`config.mk`:
```
export PLATFORM = sky130hd
export DESIGN_NAME = alpha_map_stream_decoder_unit
export DESIGN_NICKNAME = d
export VERILOG_FILES = /design/src/hdl/amsd_pkg.sv /design/src/hdl/amsd_ram.sv /design/src/hdl/amsd_ctrl.sv /design/src/hdl/amsd_dpath.sv /design/src/hdl/alpha_map_stream_decoder_unit.sv
export SDC_FILE = /design/constraint.sdc
export NUM_CORES = 1
export LEC_CHECK = 0
export BUFFER_PORTS_ARGS = -buffer_cell sky130_fd_sc_hd__buf_2
export CORE_AREA = 2 2 205 207
export DETAILED_ROUTE_END_ITERATION = 7
export DIE_AREA = 0 0 207 209
export PLACE_DENSITY_LB_ADDON = 0.08
export SLEW_MARGIN = 25
export SYNTH_ARGS = -nofsm -noshare
export SYNTH_HDL_FRONTEND = slang
export SYNTH_SLANG_ARGS = --single-unit
```
`constraint.sdc`:
```
create_clock -name clk -period 5.66 [get_ports clk]
set_clock_uncertainty 0.15 [all_clocks]
set_input_delay 0.849 -clock clk [delete_from_list [all_inputs] [get_ports clk]]
set_output_delay 0.849 -clock clk [all_outputs]
set_load 0.05 [all_outputs]
```
`src/hdl/amsd_pkg.sv`:
```
`timescale 1ns / 1ps
`default_nettype none
package amsd_pkg;

  // Map geometry
  localparam int MAP_SIDE = 64;
  localparam int COL_W    = $clog2(MAP_SIDE);

  // Field widths
  localparam int PIX_W = 8;
  localparam int IDX_W = 12;
  localparam int CNT_W = 7;
  localparam int PCNT_W = 2;

  // Configuration port
  localparam int CFG_IDX_W  = 1;
  localparam int CFG_DATA_W = 2;

  localparam logic [CFG_IDX_W-1:0] CFG_ALPHA_FORMAT = 1'b0;
  localparam logic [CFG_IDX_W-1:0] CFG_FIX_EDGES    = 1'b1;

  // Alpha formats
  localparam logic [1:0] FMT_RLE    = 2'd0;
  localparam logic [1:0] FMT_PLAIN  = 2'd1;
  localparam logic [1:0] FMT_PACKED = 2'd2;

  // Controller to datapath
  typedef struct packed {
    logic load;   // take in_byte and set up its pixel run
    logic push;   // emit one pixel of the current run
  } ctl_cmd_t;

  // Datapath to controller
  typedef struct packed {
    logic cnt_zero;  // byte at the input makes no pixel
    logic last;      // pixel at hand ends the run or the map
    logic slot_ok;   // output register can take a result this cycle
  } dp_status_t;

endpackage
`default_nettype wire

```
`src/hdl/amsd_ram.sv`:
```
`timescale 1ns / 1ps
`default_nettype none
module amsd_ram #(
  parameter int WIDTH = 8,
  parameter int DEPTH = 64
) (
  input  wire logic                     clk,
  input  wire logic                     we,
  input  wire logic [$clog2(DEPTH)-1:0] waddr,
  input  wire logic [WIDTH-1:0]         wdata,
  input  wire logic [$clog2(DEPTH)-1:0] raddr,
  output logic      [WIDTH-1:0]         rdata
);

  logic [WIDTH-1:0] mem [DEPTH];

  // Write one entry, register the read
  always_ff @(posedge clk) begin
    if (we) begin
      mem[waddr] <= wdata;
    end
    rdata <= mem[raddr];
  end

endmodule
`default_nettype wire

```
`src/hdl/amsd_ctrl.sv`:
```
`timescale 1ns / 1ps
`default_nettype none
module amsd_ctrl (
  input  wire logic                 clk,
  input  wire logic                 rst_n,
  input  wire logic                 in_valid,
  output logic                      in_stall,
  input  wire amsd_pkg::dp_status_t status,
  output amsd_pkg::ctl_cmd_t        cmd
);

  typedef enum logic [1:0] {
    ST_IDLE = 2'b01,
    ST_RUN  = 2'b10
  } state_t;

  state_t state_r, state_nxt;

  // Sequence: take a byte, then push its pixels one per cycle while the output slot is free
  always_comb begin
    state_nxt = state_r;
    cmd       = '0;
    unique case (state_r)
      ST_IDLE: begin
        if (in_valid) begin
          cmd.load = 1'b1;
          if (!status.cnt_zero) begin
            state_nxt = ST_RUN;
          end
        end
      end
      ST_RUN: begin
        if (status.slot_ok) begin
          cmd.push = 1'b1;
          if (status.last) begin
            state_nxt = ST_IDLE;
          end
        end
      end
      default: state_nxt = ST_IDLE;
    endcase
  end

  assign in_stall = (state_r != ST_IDLE);

  always_ff @(posedge clk) begin
    if (!rst_n) begin
      state_r <= ST_IDLE;
    end else begin
      state_r <= state_nxt;
    end
  end

endmodule
`default_nettype wire

```
`src/hdl/amsd_dpath.sv`:
```
`timescale 1ns / 1ps
`default_nettype none
module amsd_dpath (
  input  wire logic                              clk,
  input  wire logic                              rst_n,
  input  wire logic                              cfg_we,
  input  wire logic [amsd_pkg::CFG_IDX_W-1:0]    cfg_index,
  input  wire logic [amsd_pkg::CFG_DATA_W-1:0]   cfg_data,
  input  wire logic [amsd_pkg::PIX_W-1:0]        in_byte,
  input  wire amsd_pkg::ctl_cmd_t                cmd,
  output amsd_pkg::dp_status_t                   status,
  output logic                                   out_valid,
  input  wire logic                              out_stall,
  output logic [amsd_pkg::IDX_W-1:0]             out_first_index,
  output logic [amsd_pkg::PIX_W-1:0]             out_alpha_first,
  output logic [amsd_pkg::PIX_W-1:0]             out_alpha_second,
  output logic [amsd_pkg::PCNT_W-1:0]            out_pixel_count,
  output logic                                   out_map_done,
  output logic                                   out_last_of_run
);

  localparam int COL_W = amsd_pkg::COL_W;
  localparam int CNT_W = amsd_pkg::CNT_W;
  localparam int PIX_W = amsd_pkg::PIX_W;
  localparam int IDX_W = amsd_pkg::IDX_W;
  localparam logic [COL_W-1:0] SIDE_M1 = COL_W'(amsd_pkg::MAP_SIDE - 1);
  localparam logic [COL_W-1:0] SIDE_M2 = COL_W'(amsd_pkg::MAP_SIDE - 2);

  typedef enum logic [2:0] {
    PH_CTRL = 3'b001,
    PH_FILL = 3'b010,
    PH_COPY = 3'b100
  } phase_t;

  // Configuration
  logic [1:0] fmt_r;
  logic       fix_r;

  // Run-length decode state
  phase_t           phase_r, phase_nxt;
  logic [CNT_W-1:0] copy_r, copy_nxt, copy_dec;
  logic [CNT_W-1:0] cnt_load;

  // Current byte and its run
  logic [PIX_W-1:0] byte_r;
  logic [CNT_W-1:0] rem_r;
  logic             packed_r;

  // Position and pixel history
  logic [IDX_W-1:0] idx_r;
  logic [COL_W-1:0] col_r, col_nxt, row_r;
  logic [PIX_W-1:0] prev_r;

  // Half-built pair
  logic             pend_v_r;
  logic [IDX_W-1:0] pend_idx_r;
  logic [PIX_W-1:0] pend_a_r;

  logic             out_valid_r;
  logic [PIX_W-1:0] raw, pix, ram_rdata;
  logic             map_end, last, slot_ok, ram_we;

  // Decode the byte at the input for a load
  always_comb begin
    phase_nxt = phase_r;
    copy_nxt  = copy_r;
    copy_dec  = copy_r - CNT_W'(1);
    cnt_load  = '0;
    unique case (fmt_r)
      amsd_pkg::FMT_RLE: begin
        unique case (phase_r)
          PH_FILL: begin
            cnt_load  = copy_r;
            phase_nxt = PH_CTRL;
            copy_nxt  = '0;
          end
          PH_COPY: begin
            cnt_load = CNT_W'(1);
            copy_nxt = copy_dec;
            if (copy_dec == '0) begin
              phase_nxt = PH_CTRL;
            end
          end
          default: begin
            copy_nxt = in_byte[CNT_W-1:0];
            if (in_byte[PIX_W-1]) begin
              phase_nxt = PH_FILL;
            end else if (in_byte[CNT_W-1:0] != '0) begin
              phase_nxt = PH_COPY;
            end else begin
              phase_nxt = PH_CTRL;
            end
          end
        endcase
      end
      amsd_pkg::FMT_PACKED: cnt_load = CNT_W'(2);
      default:              cnt_load = CNT_W'(1);
    endcase
  end

  // Raw pixel: packed bytes give the low nibble first
  always_comb begin
    if (packed_r) begin
      raw = rem_r[1] ? {byte_r[3:0], 4'h0} : {byte_r[7:4], 4'h0};
    end else begin
      raw = byte_r;
    end
  end

  // Edge fix
  always_comb begin
    pix = raw;
    if (fix_r) begin
      if (col_r == SIDE_M1) begin
        pix = prev_r;
      end else if (row_r == SIDE_M1) begin
        pix = ram_rdata;
      end
    end
  end

  assign map_end = (col_r == SIDE_M1) && (row_r == SIDE_M1);
  assign last    = map_end || (rem_r == CNT_W'(1));
  assign slot_ok = !out_valid_r || !out_stall;
  assign ram_we  = cmd.push && (row_r == SIDE_M2);

  // Prefetch the line store at the column of the next pixel
  always_comb begin
    col_nxt = col_r;
    if (cmd.push) begin
      col_nxt = (col_r == SIDE_M1) ? '0 : col_r + COL_W'(1);
    end
  end

  assign status.cnt_zero = (cnt_load == '0);
  assign status.last     = last;
  assign status.slot_ok  = slot_ok;

  amsd_ram #(
    .WIDTH (PIX_W),
    .DEPTH (amsd_pkg::MAP_SIDE)
  ) u_row_store (
    .clk   (clk),
    .we    (ram_we),
    .waddr (col_r),
    .wdata (pix),
    .raddr (col_nxt),
    .rdata (ram_rdata)
  );

  // Control state
  always_ff @(posedge clk) begin
    if (!rst_n) begin
      fmt_r       <= amsd_pkg::FMT_RLE;
      fix_r       <= 1'b1;
      phase_r     <= PH_CTRL;
      copy_r      <= '0;
      rem_r       <= '0;
      idx_r       <= '0;
      col_r       <= '0;
      row_r       <= '0;
      prev_r      <= '0;
      pend_v_r    <= 1'b0;
      out_valid_r <= 1'b0;
    end else begin
      if (cfg_we) begin
        unique case (cfg_index)
          amsd_pkg::CFG_ALPHA_FORMAT: fmt_r <= cfg_data;
          amsd_pkg::CFG_FIX_EDGES:    fix_r <= cfg_data[0];
          default: ;
        endcase
      end
      // Take the new phase on a load; drop the rest of a run at the end of the map
      if (cmd.load) begin
        phase_r <= phase_nxt;
        copy_r  <= copy_nxt;
      end else if (cmd.push && map_end) begin
        phase_r <= PH_CTRL;
        copy_r  <= '0;
      end
      col_r   <= col_nxt;
      if (cmd.load) begin
        rem_r <= cnt_load;
      end else if (cmd.push) begin
        rem_r <= rem_r - CNT_W'(1);
      end
      // Advance position
      if (cmd.push) begin
        prev_r <= pix;
        idx_r  <= map_end ? '0 : idx_r + IDX_W'(1);
        if (col_r == SIDE_M1) begin
          row_r <= (row_r == SIDE_M1) ? '0 : row_r + COL_W'(1);
        end
        pend_v_r <= !pend_v_r && !last;
      end
      // Transfer out or hold
      if (cmd.push && (pend_v_r || last)) begin
        out_valid_r <= 1'b1;
      end else if (!out_stall) begin
        out_valid_r <= 1'b0;
      end
    end
  end

  // Payload
  always_ff @(posedge clk) begin
    if (cmd.load) begin
      byte_r   <= in_byte;
      packed_r <= (fmt_r == amsd_pkg::FMT_PACKED);
    end
    if (cmd.push && !pend_v_r) begin
      pend_idx_r <= idx_r;
      pend_a_r   <= pix;
    end
    if (cmd.push && (pend_v_r || last)) begin
      out_map_done    <= map_end;
      out_last_of_run <= last;
      if (pend_v_r) begin
        out_first_index  <= pend_idx_r;
        out_alpha_first  <= pend_a_r;
        out_alpha_second <= pix;
        out_pixel_count  <= amsd_pkg::PCNT_W'(2);
      end else begin
        out_first_index  <= idx_r;
        out_alpha_first  <= pix;
        out_alpha_second <= '0;
        out_pixel_count  <= amsd_pkg::PCNT_W'(1);
      end
    end
  end

  assign out_valid = out_valid_r;

endmodule
`default_nettype wire

```
`src/hdl/alpha_map_stream_decoder_unit.sv`:
```
`timescale 1ns / 1ps
`default_nettype none
// Channel   Ports                                   Direction  Transfer
// input     in_valid, in_stall, in_byte             in         valid & !stall
// result    out_valid, out_stall, out_first_index,  out        valid & !stall
//           out_alpha_first/second, out_pixel_count,
//           out_map_done, out_last_of_run
// config    cfg_we, cfg_index, cfg_data             in         cfg_we
//
// A byte is loaded, then its pixels are pushed one per cycle while out_stall does
// not hold the result register: a control byte makes no pixel, a plain or copy
// byte one, a packed byte two, a fill of n pixels n. in_stall is high while pushing.
// Synchronous reset: run-length format, edge fix on, position zero. The
// 64-entry line store is not cleared; row 62 is written before row 63 reads it.
module alpha_map_stream_decoder_unit (
  input  wire logic                              clk,
  input  wire logic                              rst_n,
  input  wire logic                              cfg_we,
  input  wire logic [amsd_pkg::CFG_IDX_W-1:0]    cfg_index,
  input  wire logic [amsd_pkg::CFG_DATA_W-1:0]   cfg_data,
  input  wire logic                              in_valid,
  output logic                                   in_stall,
  input  wire logic [amsd_pkg::PIX_W-1:0]        in_byte,
  output logic                                   out_valid,
  input  wire logic                              out_stall,
  output logic [amsd_pkg::IDX_W-1:0]             out_first_index,
  output logic [amsd_pkg::PIX_W-1:0]             out_alpha_first,
  output logic [amsd_pkg::PIX_W-1:0]             out_alpha_second,
  output logic [amsd_pkg::PCNT_W-1:0]            out_pixel_count,
  output logic                                   out_map_done,
  output logic                                   out_last_of_run
);

  amsd_pkg::ctl_cmd_t   cmd;
  amsd_pkg::dp_status_t status;

  amsd_ctrl u_ctrl (
    .clk      (clk),
    .rst_n    (rst_n),
    .in_valid (in_valid),
    .in_stall (in_stall),
    .status   (status),
    .cmd      (cmd)
  );

  amsd_dpath u_dpath (
    .clk              (clk),
    .rst_n            (rst_n),
    .cfg_we           (cfg_we),
    .cfg_index        (cfg_index),
    .cfg_data         (cfg_data),
    .in_byte          (in_byte),
    .cmd              (cmd),
    .status           (status),
    .out_valid        (out_valid),
    .out_stall        (out_stall),
    .out_first_index  (out_first_index),
    .out_alpha_first  (out_alpha_first),
    .out_alpha_second (out_alpha_second),
    .out_pixel_count  (out_pixel_count),
    .out_map_done     (out_map_done),
    .out_last_of_run  (out_last_of_run)
  );

endmodule
`default_nettype wire

```
=== Word-level counts from Yosys, hierarchy flattened ===
Memories as Yosys holds them, arrays and structs flattened. A register that Yosys moved wholly into a read port is not among the register bits.
Cells that the tools add are included.
Widths: inputs -> output; s select.

* Memories: 1
* Input bits: 16
* Memory bits (read-only): 0
* Bits in writable memories: 512
* Latch bits: 0
* Word-level logic and storage cells: 111
* Output and inout bits: 34
* Register bits after elaboration: 117

{| class="wikitable"
|+ Memories
! memory !! depth !! width !! read ports !! clocked after Yosys merged registers in !! wr ports !! line !! source
|-
| u_dpath.u_row_store.mem || 64 || 8 || 1 || 1 || 1 || amsd_ram.sv:15 || <nowiki>logic [WIDTH-1:0] mem [DEPTH];</nowiki>
|}

* $add $sub $neg: 5
* Equality and inequality tests: 17
* Multiply operators: 0
* Bitwise operators: 1
* Multiplexer cells: 40
* $lt $le $gt $ge: 0
* Div/mod/pow operators: 0
* Shifts and indexed selects: 0
* Reduce and logical (&&, ||, !) cells: 25

{| class="wikitable"
|+ Operators with widths
! cell !! number
|-
| $mux 8 || 6
|-
| $pmux 7 s2 || 3
|-
| $mux 7 || 5
|-
| $mux 12 || 2
|-
| $eq 6x6->1 const B || 3
|-
| $mux 3 || 6
|-
| $mux 6 || 3
|-
| $logic_not 7->1 || 2
|-
| $sub 7x1->7 const B || 2
|-
| $add 12x1->12 const B || 1
|-
| $add 6x1->6 const B || 2
|-
| $mux 2 || 5
|-
| $ne 2x1->1 const B || 5
|-
| $mux 1 || 8
|-
| $reduce_and 2->1 || 4
|-
| $eq 7x1->1 const B || 1
|-
| $reduce_bool 7->1 || 1
|-
| $logic_and 1x1->1 || 6
|-
| $pmux 3 s2 || 1
|-
| $eq 2x2->1 const B || 2
|-
| $logic_not 1->1 || 4
|-
| $ne 2x2->1 const B || 2
|-
| $pmux 2 s2 || 1
|-
| $reduce_and 4->1 || 1
|-
| other kinds (9) || 12
|}

=== Longest topological paths before layout ===
Gate-level depths: netlist of the first run.

* Depth after elaboration: 7
* Depth in mapped cells: 13
* Depth with buffers taken out: 9

=== By module ===
A second synthesis of the first run with hierarchy kept.

* Cell total of the unflattened synthesis: 1,407
* Area, all modules: 25,325.5 µm²

{| class="wikitable"
|+ Modules (own cells, without submodules)
! module !! cells an instance !! area each (µm²) !! instances !! sequential area each (µm²)
|-
| amsd_ram || 940 || 20,166.8 || 1 || 15,534.9
|-
| amsd_dpath || 455 || 5,044.8 || 1 || 2,912.8
|-
| amsd_ctrl || 12 || 113.9 || 1 || 40.0
|}

=== Worst setup path after synthesis of the first run ===
Ideal clock, no wire load.

* Path kind: input to register
* Start point: in out_stall
* End point: reg u_dpath.out_alpha_first[0] (netlist name) (enable)
* Data required time: 5.088 ns
* Arrival: 3.140 ns
* Path buffers: 3
* Cell stages on the path: 6
* Slack: 1.948 ns
* Setup time: 0.422 ns
* Cells stage by stage: nand2_1 -> nand2_1 -> clkbuf_1 -> clkbuf_1 -> clkbuf_1 -> nor2_1

* Cells in the longest elaborated chain, start to end: 5

{| class="wikitable"
|+ RTL lines
! element !! line !! source
|-
| start: declaration || alpha_map_stream_decoder_unit.sv:25 || <nowiki>input wire logic out_stall,</nowiki>
|-
| $logic_not 1->1 || amsd_dpath.sv:124 || <nowiki>assign slot_ok = !out_valid_r || !out_stall;</nowiki>
|-
| $logic_or 1x1->1 || amsd_dpath.sv:124 ||
|-
| $mux 1 || amsd_ctrl.sv:33 || <nowiki>if (status.slot_ok) begin</nowiki>
|-
| $mux 1 || amsd_ctrl.sv:23 || <nowiki>unique case (state_r)</nowiki>
|-
| $logic_and 1x1->1 || amsd_dpath.sv:215 || <nowiki>if (cmd.push && (pend_v_r || last)) begin</nowiki>
|-
| end signal: assignment || amsd_dpath.sv:220 || <nowiki>out_alpha_first <= pend_a_r;</nowiki>
|-
| end signal: assignment || amsd_dpath.sv:225 || <nowiki>out_alpha_first <= pix;</nowiki>
|-
| end: declaration || amsd_dpath.sv:15 || <nowiki>output logic [amsd_pkg::PIX_W-1:0] out_alpha_first,</nowiki>
|}

Every way passes these cells.
A chain may end at the register's enable or synchronous reset.

=== Worst setup path in the final report of the first run ===
* Start point: reg u_dpath.col_r[0]
* End point: reg u_dpath.u_row_store.rdata[3] (read register of u_dpath.u_row_store.mem)

* Cells in the longest elaborated chain, start to end: 3
* Elaborated cells between the ends (all ways): 4
* Classes of those cells: 1 x add/sub; 1 x eq/ne; 2 x mux

{| class="wikitable"
|+ RTL lines
! element !! line !! source
|-
| start: declaration || amsd_dpath.sv:51 || <nowiki>logic [COL_W-1:0] col_r, col_nxt, row_r;</nowiki>
|-
| start signal: assignment || amsd_dpath.sv:181 || <nowiki>col_r <= col_nxt;</nowiki>
|-
| $add 6x1->6 or $eq 6x6->1 (tied branches) || amsd_dpath.sv:131 || <nowiki>col_nxt = (col_r == SIDE_M1) ? '0 : col_r + COL_W'(1);</nowiki>
|-
| $mux 6 || amsd_dpath.sv:131 ||
|-
| $mux 6 (*) || amsd_dpath.sv:130 || <nowiki>if (cmd.push) begin</nowiki>
|-
| end: declaration || amsd_ram.sv:12 || <nowiki>output logic [WIDTH-1:0] rdata</nowiki>
|}

Every way passes the cells marked *; elsewhere a longest branch is shown, timed or not.

==> flow_metrics.env, run 1 <==
export IMPL_outcome="finished clean"
export IMPL_power_static_leakage_nw=9.63
export IMPL_cts_resized=0
export IMPL_drtPass1Iterations=6
export IMPL_n_fill_cell=2726
export IMPL_synth_yosys_seq_area_share=0.702
export IMPL_clock_tree_htree_level_count=3
export IMPL_synth_cells=1941
export IMPL_power_per_cell_area_nw_per_um2=327
export IMPL_dieWidth_um=207
export IMPL_synth_net_count=1965
export IMPL_critical_path_peak_fanout=36
export IMPL_critPathArrivalTime_ps=4700
export IMPL_timing_hold_violations_final=0
export IMPL_first_pass_grt_wire_length_mm=99.0
export IMPL_numPortBuffers=49
export IMPL_maximum_number_of_pins_on_one_net_before_global_route_repair=66
export IMPL_grt_setup_unrepaired="no"
export IMPL_die_area_um2=43300
export IMPL_wire_length_reported_by_the_detailed_router_mm=65.5
export IMPL_post_route_min_period_ps=4330
export IMPL_dpl_worst_slack_ps=1220
export IMPL_final_common_cell="edfxtp_1"
export IMPL_detail_route_iter0_violations=2212
export IMPL_finalHoldWorstSlack_ps=344
export IMPL_hold_path_startpoint="in_byte[4]"
export IMPL_leading_cell_types_in_the_layout_fill_and_taps_excluded="edfxtp_1 (573), nand2_1 (276), nor2_1 (138), and3_1 (74), clkbuf_16 (73)"
export IMPL_total_via_count_after_detailed_routing=16900
export IMPL_design_core_area_um2=41300
export IMPL_cts_tree="done"
export IMPL_synth_top_cells_by_area="edfxtp_1 (65%), dfxtp_1 (4.9%), nand2_1 (4.0%)"
export IMPL_setup_tns_final_ps=0
export IMPL_drive_gt1_frac=0.126
export IMPL_worst_setup_path_end_kind="register"
export IMPL_route_detailed_drc=0
export IMPL_cts_hold_repair_buffers=0
export IMPL_cell_type_with_the_largest_total_area_after_synthesis="edfxtp_1"
export IMPL_synth_enable_flop_cells=573
export IMPL_ant_nets=0
export IMPL_maxCapViolCount=0
export IMPL_synth_async_sr_flop_share=0
export IMPL_area_sequential_um2=18500
export IMPL_netlist_cell_type_count=67
export IMPL_ys_flop_type="edfxtp_1"
export IMPL_fin_crit_sh=0.765
export IMPL_clockBufferDepth=3
export IMPL_globalplace_congestion=0.958
export IMPL_postSynthAreaPerCell_um2=13.6
export IMPL_tritoncts_num_sinks=637
export IMPL_critical_path_reg2reg_startpoint="u_dpath.col_r[0]"
export IMPL_postLayoutSetupSlackWorst_ps=1330
export IMPL_place_inst=2436
export IMPL_post_cts_setup_buffers=0
export IMPL_final_nets=1989
export IMPL_io_pins=50
export IMPL_die_y_um=209
export IMPL_final_setup_fails=0
export IMPL_final_cells=2557
export IMPL_grt_antenna_before_repair=3
export IMPL_crit_path_start_kind="register"
export IMPL_ctsRootBufferMaster="clkbuf_16"
export IMPL_multi_input_logic_area_um2=7310
export IMPL_number_of_register_bits_inferred_by_synthesis=637
export IMPL_vias_in_the_first_global_route=16100
export IMPL_highest_attainable_clock_frequency_mhz=231
export IMPL_synth_area_um2=26400
export IMPL_grt_ovfl_total=0
export IMPL_clock_input_transition_at_the_sequential_cells_of_the_worst_setup_and_hold_paths_ps=60
export IMPL_transition_time_of_the_tightest_slew_check_pin_ps=1040
export IMPL_vias_per_cell=6.61
export IMPL_worst_hold_path_type="input pin to register"
export IMPL_initial_core_utilization=0.638
export IMPL_dp_hpwl_mm=40.8
export IMPL_cts_buffers=66
export IMPL_row_count=75
export IMPL_yosys_warnings=0
export IMPL_slew_headroom=0.305
export IMPL_ir_worst_vdd_uv=293
export IMPL_area_delta_synth_final_pct=10.8
export IMPL_clock_insertion_delay_worst_skew_ps=590
export IMPL_synth_top_cell_area_share=0.653
export IMPL_track_usage=0.303
export IMPL_setup_worst_path_class="register to register"
export IMPL_routedWlPerCell_um=25.6
export IMPL_post_layout_total_power_mw=9.54
export IMPL_required_time_at_the_endpoint_of_the_critical_path_ps=6030
export IMPL_final_max_slew_viol_count=0
export IMPL_critPathLaunch="u_dpath.col_r[0]"
==> synthesized netlist by cell type, types with 16 or more instances <==
| master | number |
|---|---|
| inv_1 | 19 |
| dfxtp_1 | 64 |
| clkbuf_1 | 78 |
| and2_1 | 24 |
| a221oi_1 | 18 |
| a21oi_1 | 35 |
| a31oi_1 | 35 |
| nand2_1 | 278 |
| o21ai_0 | 64 |
| mux2_2 | 22 |
| edfxtp_1 | 573 |
| a211oi_1 | 61 |
| and3_1 | 74 |
| buf_2 | 34 |
| a311oi_1 | 28 |
| mux2i_1 | 72 |
| xor2_1 | 16 |
| nor3_1 | 20 |
| nand3_1 | 68 |
| nor2_1 | 143 |
| mux4_2 | 20 |
==> through the flow <==
stage,utilization,cell area (um^2)
after detailed placement,0.656,27100
final,0.707,29200
after global placement,0.656,27100
after floorplan,-,26400
after global routing,0.707,29200
after CTS,0.707,29200
==> layer usage <==
layer	vias up	routed length, um	global-route usage
met1	8416	25800	0.416
met3	175	6070	0.0607
met4	4	2660	0.126
met2	860	30900	0.480
met5	-	23	0
li1	7444	-	-
==> state kept, by name, summed over array words and instances, names as in the netlist <==
name,flops
u_ctrl.state_r,2
u_dpath.idx_r,12
u_dpath.out_alpha_first,8
u_dpath.pend_v_r,1
u_dpath.u_row_store.rdata,8
u_dpath.out_first_index,12
u_dpath.u_row_store.mem,512
u_dpath.out_last_of_run,1
u_dpath.phase_r,3
u_dpath.fmt_r,2
u_dpath.fix_r,1
u_dpath.prev_r,8
u_dpath.byte_r,8
u_dpath.rem_r,7
u_dpath.packed_r,1
u_dpath.out_alpha_second,8
u_dpath.col_r,6
u_dpath.out_pixel_count,2
u_dpath.copy_r,7
u_dpath.pend_a_r,8
u_dpath.out_valid,1
u_dpath.out_map_done,1
u_dpath.pend_idx_r,12
u_dpath.row_r,6
==> kinds of logic after synthesis <==
group	share of synthesized area
AO/OA/AOI/OAI	0.0876
multiplexers	0.0538
buffers and inverters	0.0244
AND/OR/NAND/NOR	0.121
flip-flops	0.702
XOR/XNOR	0.00798
adder cells (fa/ha/maj)	0.00380
==> layout make-up <==
type | count | area share
antenna | 1 | 0.0000857
clock buffer | 91 | 0.0656
clock inverter | 29 | 0.00544
inverter | 19 | 0.00257
multi-input combinational | 1156 | 0.250
sequential | 637 | 0.633
tap | 539 | 0.0231
timing repair buffer | 85 | 0.0198
==> worst max-delay path: stages, from the launching register on <==
cell and delay (ps):
dfxtp_1 300, buf_4 240, ha_1 260, and4_4 200, nand2_1 140, buf_4 290
a21o_2 460, buf_4 470, buf_4 350, a211oi_1 90, a311oi_1 330, nor4_1 100
a221oi_1 560, and4_1 290
==> path summary, 6_finish.rpt <==
kind / depth (start not counted) / end / slack (ps)
worst max-delay path: 13 / u_dpath.u_row_store.rdata[3] / 1330
worst min-delay path: 1 / u_dpath.byte_r[4] / 340
worst max register to register: 13 / u_dpath.u_row_store.rdata[3] / 1330
worst min register to register: 1 / u_dpath.prev_r[0] / 350
==> report_power, final <==
part           internal, mW  total [mW]  switching, mW
registers              5.16        5.18         0.0187
logic                0.0474       0.218          0.171
clock network          2.41        4.15           1.74
Note: power is estimated with default switching activity, not from simulation.
==> inputs of run 2 (changes only) <==
Settings changed: CORE_AREA 2 2 205 207 to 2 2 210 212, DIE_AREA 0 0 207 209 to 0 0 212 214.
Clock period 5.66 ns to 4.4 ns, I/O delays scaled along.
==> flow_metrics.env, run 2 (synthesized netlist as in run 1, its figures left out) <==
export IMPL_first_pass_grt_wire_length_mm=97.6
export IMPL_crit_path_start_kind="register"
export IMPL_final_setup_fails=0
export IMPL_clock_insertion_delay_worst_skew_ps=630
export IMPL_outcome="finished clean"
export IMPL_internal_power_mw=9.87
export IMPL_vias_per_cell=6.30
export IMPL_number_of_flip_flops_in_the_largest_register=512
export IMPL_finalHoldWorstSlack_ps=130
export IMPL_track_usage=0.287
export IMPL_power_share_sequential=0.540
export IMPL_row_count=76
export IMPL_clock_tree_htree_level_count=2
export IMPL_leading_cell_types_in_the_layout_fill_and_taps_excluded="edfxtp_1 (573), nand2_1 (276), nor2_1 (141), buf_4 (88), and3_1 (74)"
export IMPL_critPathArrivalTime_ps=3990
export IMPL_required_time_at_the_endpoint_of_the_critical_path_ps=4310
export IMPL_postLayoutSetupSlackWorst_ps=319
export IMPL_top_register="u_dpath.u_row_store.mem"
export IMPL_vias_in_the_first_global_route=15900
export IMPL_grt_antenna_before_repair=1
export IMPL_initial_core_utilization=0.614
export IMPL_routedWlPerCell_um=24.2
export IMPL_dpl_instance_area_um2=27700
export IMPL_dpl_worst_slack_ps=504
export IMPL_antennaDiodeCount=0
export IMPL_final_common_cell="edfxtp_1"
export IMPL_maxCapViolCount=0
export IMPL_clockBufferDepth=3
export IMPL_dp_hpwl_mm=40.0
export IMPL_dieWidth_um=212
export IMPL_critical_path_peak_fanout=65
export IMPL_post_cts_setup_buffers=0
export IMPL_route_detailed_drc=0
export IMPL_transition_time_of_the_tightest_slew_check_pin_ps=1020
export IMPL_ctsRootBufferMaster="clkbuf_16"
export IMPL_worst_hold_path_type="input pin to register"
export IMPL_clockPowerShare=0.438
export IMPL_design_core_area_um2=42900
export IMPL_globalplace_congestion=0.914
export IMPL_detail_route_iter0_violations=1936
export IMPL_final_max_slew_viol_count=0
export IMPL_maximum_number_of_pins_on_one_net_before_global_route_repair=75
export IMPL_area_delta_synth_final_pct=13.0
export IMPL_cts_buffers=61
export IMPL_cts_tree="done"
export IMPL_cts_resized=0
export IMPL_cts_hold_repair_buffers=0
export IMPL_highest_attainable_clock_frequency_mhz=245
export IMPL_drtPass1Iterations=6
export IMPL_slew_headroom=0.301
export IMPL_pwr_share_comb=0.022
export IMPL_switching_share=0.199
export IMPL_tritoncts_num_sinks=637
export IMPL_die_area_um2=45400
export IMPL_grt_setup_unrepaired="no"
export IMPL_post_route_min_period_ps=4080
export IMPL_fin_crit_sh=0.928
export IMPL_timing_hold_violations_final=0
export IMPL_drive_gt1_frac=0.152
export IMPL_grt_ovfl_total=0
export IMPL_clock_input_transition_at_the_sequential_cells_of_the_worst_setup_and_hold_paths_ps=60
export IMPL_power_per_cell_area_nw_per_um2=414
export IMPL_post_layout_total_power_mw=12.3
export IMPL_numPortBuffers=49
export IMPL_power_static_leakage_nw=9.94
export IMPL_n_fill_cell=2915
export IMPL_setup_worst_path_class="register to register"
export IMPL_final_nets=2047
export IMPL_io_pins=50
export IMPL_total_via_count_after_detailed_routing=16800
export IMPL_wire_length_reported_by_the_detailed_router_mm=64.3
export IMPL_ir_worst_vdd_uv=335
export IMPL_ant_nets=0
export IMPL_area_of_all_placed_cells_without_fillers_um2=29800
export IMPL_die_y_um=214
export IMPL_setup_tns_final_ps=0
export IMPL_worst_setup_path_end_kind="register"
export IMPL_net_switching_power_mw=2.45
run 2: cell types whose count changed in the layout (fill, tap and decap cells not counted), moves of 2 or more:
cell / before / now
nor2_2: 3 / 1
clkinv_2: 14 / 11
buf_4: 31 / 88
clkinv_1: 13 / 6
clkbuf_1: 16 / 14
bufinv_16: 1 / 9
clkinvlp_4: 2 / 6
buf_12: 5 / 11
nor2_1: 138 / 141
clkbuf_16: 73 / 63
run 2: final cells by class:
cell class | count | area, um^2 | area share
inverters | 19 | 72.6 | 0.00244
flip-flops and latches | 637 | 18500 | 0.621
well taps | 585 | 732 | 0.0246
repair buffers | 148 | 1130 | 0.0378
multi-input cells | 1156 | 7290 | 0.245
clock buffers | 79 | 1660 | 0.0556
clock inverters | 34 | 412 | 0.0138
run 2: power groups by stage:
stage	clock [mW]	sequential, mW	combinational (mW)
6_report	5.40	6.66	0.269
5_1_grt	5.68	6.66	0.295
4_1_cts	5.46	6.66	0.269
3_5_place_dp	0	6.79	0.268
3_3_place_gp	0	6.79	0.259
2_1_floorplan	0	6.78	0.159
run 2: per-layer routing:
metal	routed length, um	track usage	vias to the layer above
met3	5030	0.0474	126
met5	0	0	-
met1	26900	0.414	8320
met4	2060	0.0981	0
met2	30200	0.450	754
li1	-	-	7554
run 2: worst paths after layout:
| kind | from | end | slack [ps] | cells after the start |
|---|---|---|---|---|
| setup / recovery | u_dpath.col_r[1] | u_dpath.u_row_store.mem[29][4] | 320 | 7 |
| hold / removal | in_byte[7] | u_dpath.byte_r[7] | 130 | 1 |
| setup reg to reg | u_dpath.col_r[1] | u_dpath.u_row_store.mem[29][4] | 320 | 7 |
| hold reg to reg | u_dpath.idx_r[10] | u_dpath.pend_idx_r[10] | 340 | 0 |
run 2: stage by stage:
step,std cells,util
3_3_place_gp,2545,0.646
2_1_floorplan,1941,-
5_1_grt,2658,0.694
6_report,2658,0.694
4_1_cts,2658,0.694
3_5_place_dp,2545,0.646
run 2: worst max-delay path: stages (launching register included):
cell and delay, ps:
dfxtp_1 530, ha_1 250, and4_4 250, nand2_1 380
a21boi_0 600, a21oi_1 100, a21oi_1 360, clkinv_2 820
==> inputs of run 3 (changes only) <==
Settings changed: CORE_AREA 2 2 210 212 to 2 2 205 207, DIE_AREA 0 0 212 214 to 0 0 207 209.
Clock period 4.4 ns to 4.7 ns, I/O delays scaled along.
==> flow_metrics.env, run 3 (synthesized netlist as in run 1, its figures left out) <==
export IMPL_clock_input_transition_at_the_sequential_cells_of_the_worst_setup_and_hold_paths_ps=60
export IMPL_pwr_share_comb=0.022
export IMPL_worst_hold_path_type="input pin to register"
export IMPL_track_usage=0.301
export IMPL_dpl_worst_slack_ps=388
export IMPL_dp_hpwl_mm=40.3
export IMPL_routedWlPerCell_um=25.3
export IMPL_first_pass_grt_wire_length_mm=98.7
export IMPL_regToRegEndpoint="u_dpath.u_row_store.rdata[7]"
export IMPL_worst_setup_path_end_kind="register"
export IMPL_detail_route_iter0_violations=2162
export IMPL_drive_gt1_frac=0.126
export IMPL_critical_path_reg2reg_startpoint="u_dpath.col_r[1]"
export IMPL_power_per_cell_area_nw_per_um2=397
export IMPL_cts_resized=0
export IMPL_final_setup_fails=0
export IMPL_globalplace_congestion=0.988
export IMPL_power_static_leakage_nw=9.66
export IMPL_initial_core_utilization=0.638
export IMPL_io_pins=50
export IMPL_tritoncts_num_sinks=637
export IMPL_setup_worst_path_class="register to register"
export IMPL_cts_buffers=66
export IMPL_dieWidth_um=207
export IMPL_final_common_cell="edfxtp_1"
export IMPL_die_y_um=209
export IMPL_grt_ovfl_total=0
export IMPL_required_time_at_the_endpoint_of_the_critical_path_ps=5030
export IMPL_largest_stage_delay_worst_path_ps=790
export IMPL_groute_layer_met3_usage=0.0624
export IMPL_slew_headroom=0.294
export IMPL_fin_crit_sh=0.932
export IMPL_internal_power_mw=9.30
export IMPL_timing_hold_violations_final=0
export IMPL_switching_share=0.199
export IMPL_drtPass1Iterations=5
export IMPL_vias_per_cell=6.53
export IMPL_worst_r2r_cell_count=10
export IMPL_post_route_min_period_ps=4380
export IMPL_clock_insertion_delay_worst_skew_ps=580
export IMPL_route_detailed_drc=0
export IMPL_top_register="u_dpath.u_row_store.mem"
export IMPL_row_count=75
export IMPL_finalCoreUtilization=0.709
export IMPL_crit_path_start_kind="register"
export IMPL_global_route_usage_met2=0.475
export IMPL_total_via_count_after_detailed_routing=16700
export IMPL_numPortBuffers=49
export IMPL_clock_tree_htree_level_count=3
export IMPL_crit_path_frequent_cell="buf_4"
export IMPL_n_fill_cell=2810
export IMPL_vias_in_the_first_global_route=16100
export IMPL_antennaDiodeCount=0
export IMPL_cts_hold_repair_buffers=0
export IMPL_grt_antenna_before_repair=0
export IMPL_maxCapViolCount=0
export IMPL_wire_length_reported_by_the_detailed_router_mm=64.8
export IMPL_maximum_number_of_pins_on_one_net_before_global_route_repair=95
export IMPL_critPathLaunch="u_dpath.col_r[1]"
export IMPL_cts_tree="done"
export IMPL_gr_max_usage_layer="met2"
export IMPL_hold_path_startpoint="in_byte[4]"
export IMPL_reg2reg_setup_slack_ps=320
export IMPL_transition_time_of_the_tightest_slew_check_pin_ps=1050
export IMPL_number_of_flip_flops_in_the_largest_register=512
export IMPL_net_switching_power_mw=2.30
export IMPL_power_share_sequential=0.537
export IMPL_grt_util_met1=0.413
export IMPL_post_cts_setup_buffers=0
export IMPL_ant_nets=0
export IMPL_crit_chain="ha_1, and4_4, a21oi_1, o21ai_0, nand2_2, buf_4, buf_4, nor4_1, a221oi_1, and4_1"
export IMPL_finalHoldWorstSlack_ps=235
export IMPL_ir_worst_vdd_uv=347
export IMPL_die_area_um2=43300
export IMPL_final_max_slew_viol_count=0
export IMPL_area_delta_synth_final_pct=11.0
export IMPL_grt_setup_unrepaired="no"
export IMPL_postLayoutSetupSlackWorst_ps=320
export IMPL_design_core_area_um2=41300
export IMPL_highest_attainable_clock_frequency_mhz=228
export IMPL_ctsRootBufferMaster="clkbuf_16"
export IMPL_outcome="finished clean"
export IMPL_leading_cell_types_in_the_layout_fill_and_taps_excluded="edfxtp_1 (573), nand2_1 (276), nor2_1 (140), and3_1 (74), mux2i_1 (72)"
export IMPL_clockPowerShare=0.441
export IMPL_final_nets=1991
export IMPL_critical_path_peak_fanout=19
export IMPL_setup_tns_final_ps=0
export IMPL_setup_worst_path_end="u_dpath.u_row_store.rdata[7]"
export IMPL_slowest_stage_cell_cp="nor4_1"
export IMPL_clockBufferDepth=3
export IMPL_critPathArrivalTime_ps=4710
[run 3: cell types whose count changed in the layout (fill, tap and decap cells not counted), sizes merged]
cell / before / now
clkbuf: 79 / 90
inv: 20 / 19
clkinvlp: 6 / 1
bufinv: 9 / 4
buf: 148 / 87
clkinv: 18 / 25
[run 3: power by group through the flow]
stage | registers (mW) | clock network [mW] | logic, mW
detailed placement | 6.35 | 0 | 0.255
global route | 6.23 | 5.39 | 0.279
global placement | 6.35 | 0 | 0.248
finish | 6.23 | 5.11 | 0.255
floorplan | 6.35 | 0 | 0.149
CTS | 6.23 | 5.17 | 0.256
[run 3: layer usage]
metal	wire length, um	up-vias
li1	-	7453
met1	26300	8295
met2	30900	816
met3	5080	145
met4	2530	0
met5	0	-
[run 3: how the worst min path moves through the flow]
stage                                            end  slack (ps)  cells after the start
after global placement        u_dpath.pend_idx_r[10]         310                      0
after detailed placement      u_dpath.pend_idx_r[11]         320                      0
after floorplan           u_dpath.out_pixel_count[1]         260                      0
final                              u_dpath.byte_r[4]         240                      1
after CTS                          u_dpath.byte_r[7]         210                      1
after global routing               u_dpath.byte_r[4]         220                      1
[run 3: area by class of cell]
type,count,area (um^2),area share
Sequential cell,637,18500,0.632
Multi-Input combinational cell,1156,7300,0.249
Clock buffer,90,1890,0.0645
Tap cell,539,674,0.0230
Timing Repair Buffer,87,601,0.0205
Clock inverter,30,236,0.00808
Inverter,19,75.1,0.00257
[run 3: worst max-delay path, delay by kind of cell, from the launching register on]
family          cells  cell delay [ps]
compound gates      3              910
fa+ha+maj           1              260
buf+inv             2              560
flops               1              550
simple gates        4             1840
[run 3: stage by stage]
step | cells | cell area, um^2 | total power, mW
final | 2558 | 29300 | 11.6
after global routing | 2558 | 29300 | 11.9
after CTS | 2558 | 29200 | 11.7
after detailed placement | 2438 | 27100 | 6.61
after global placement | 2437 | 27100 | 6.60
after floorplan | 1941 | 26400 | 6.49
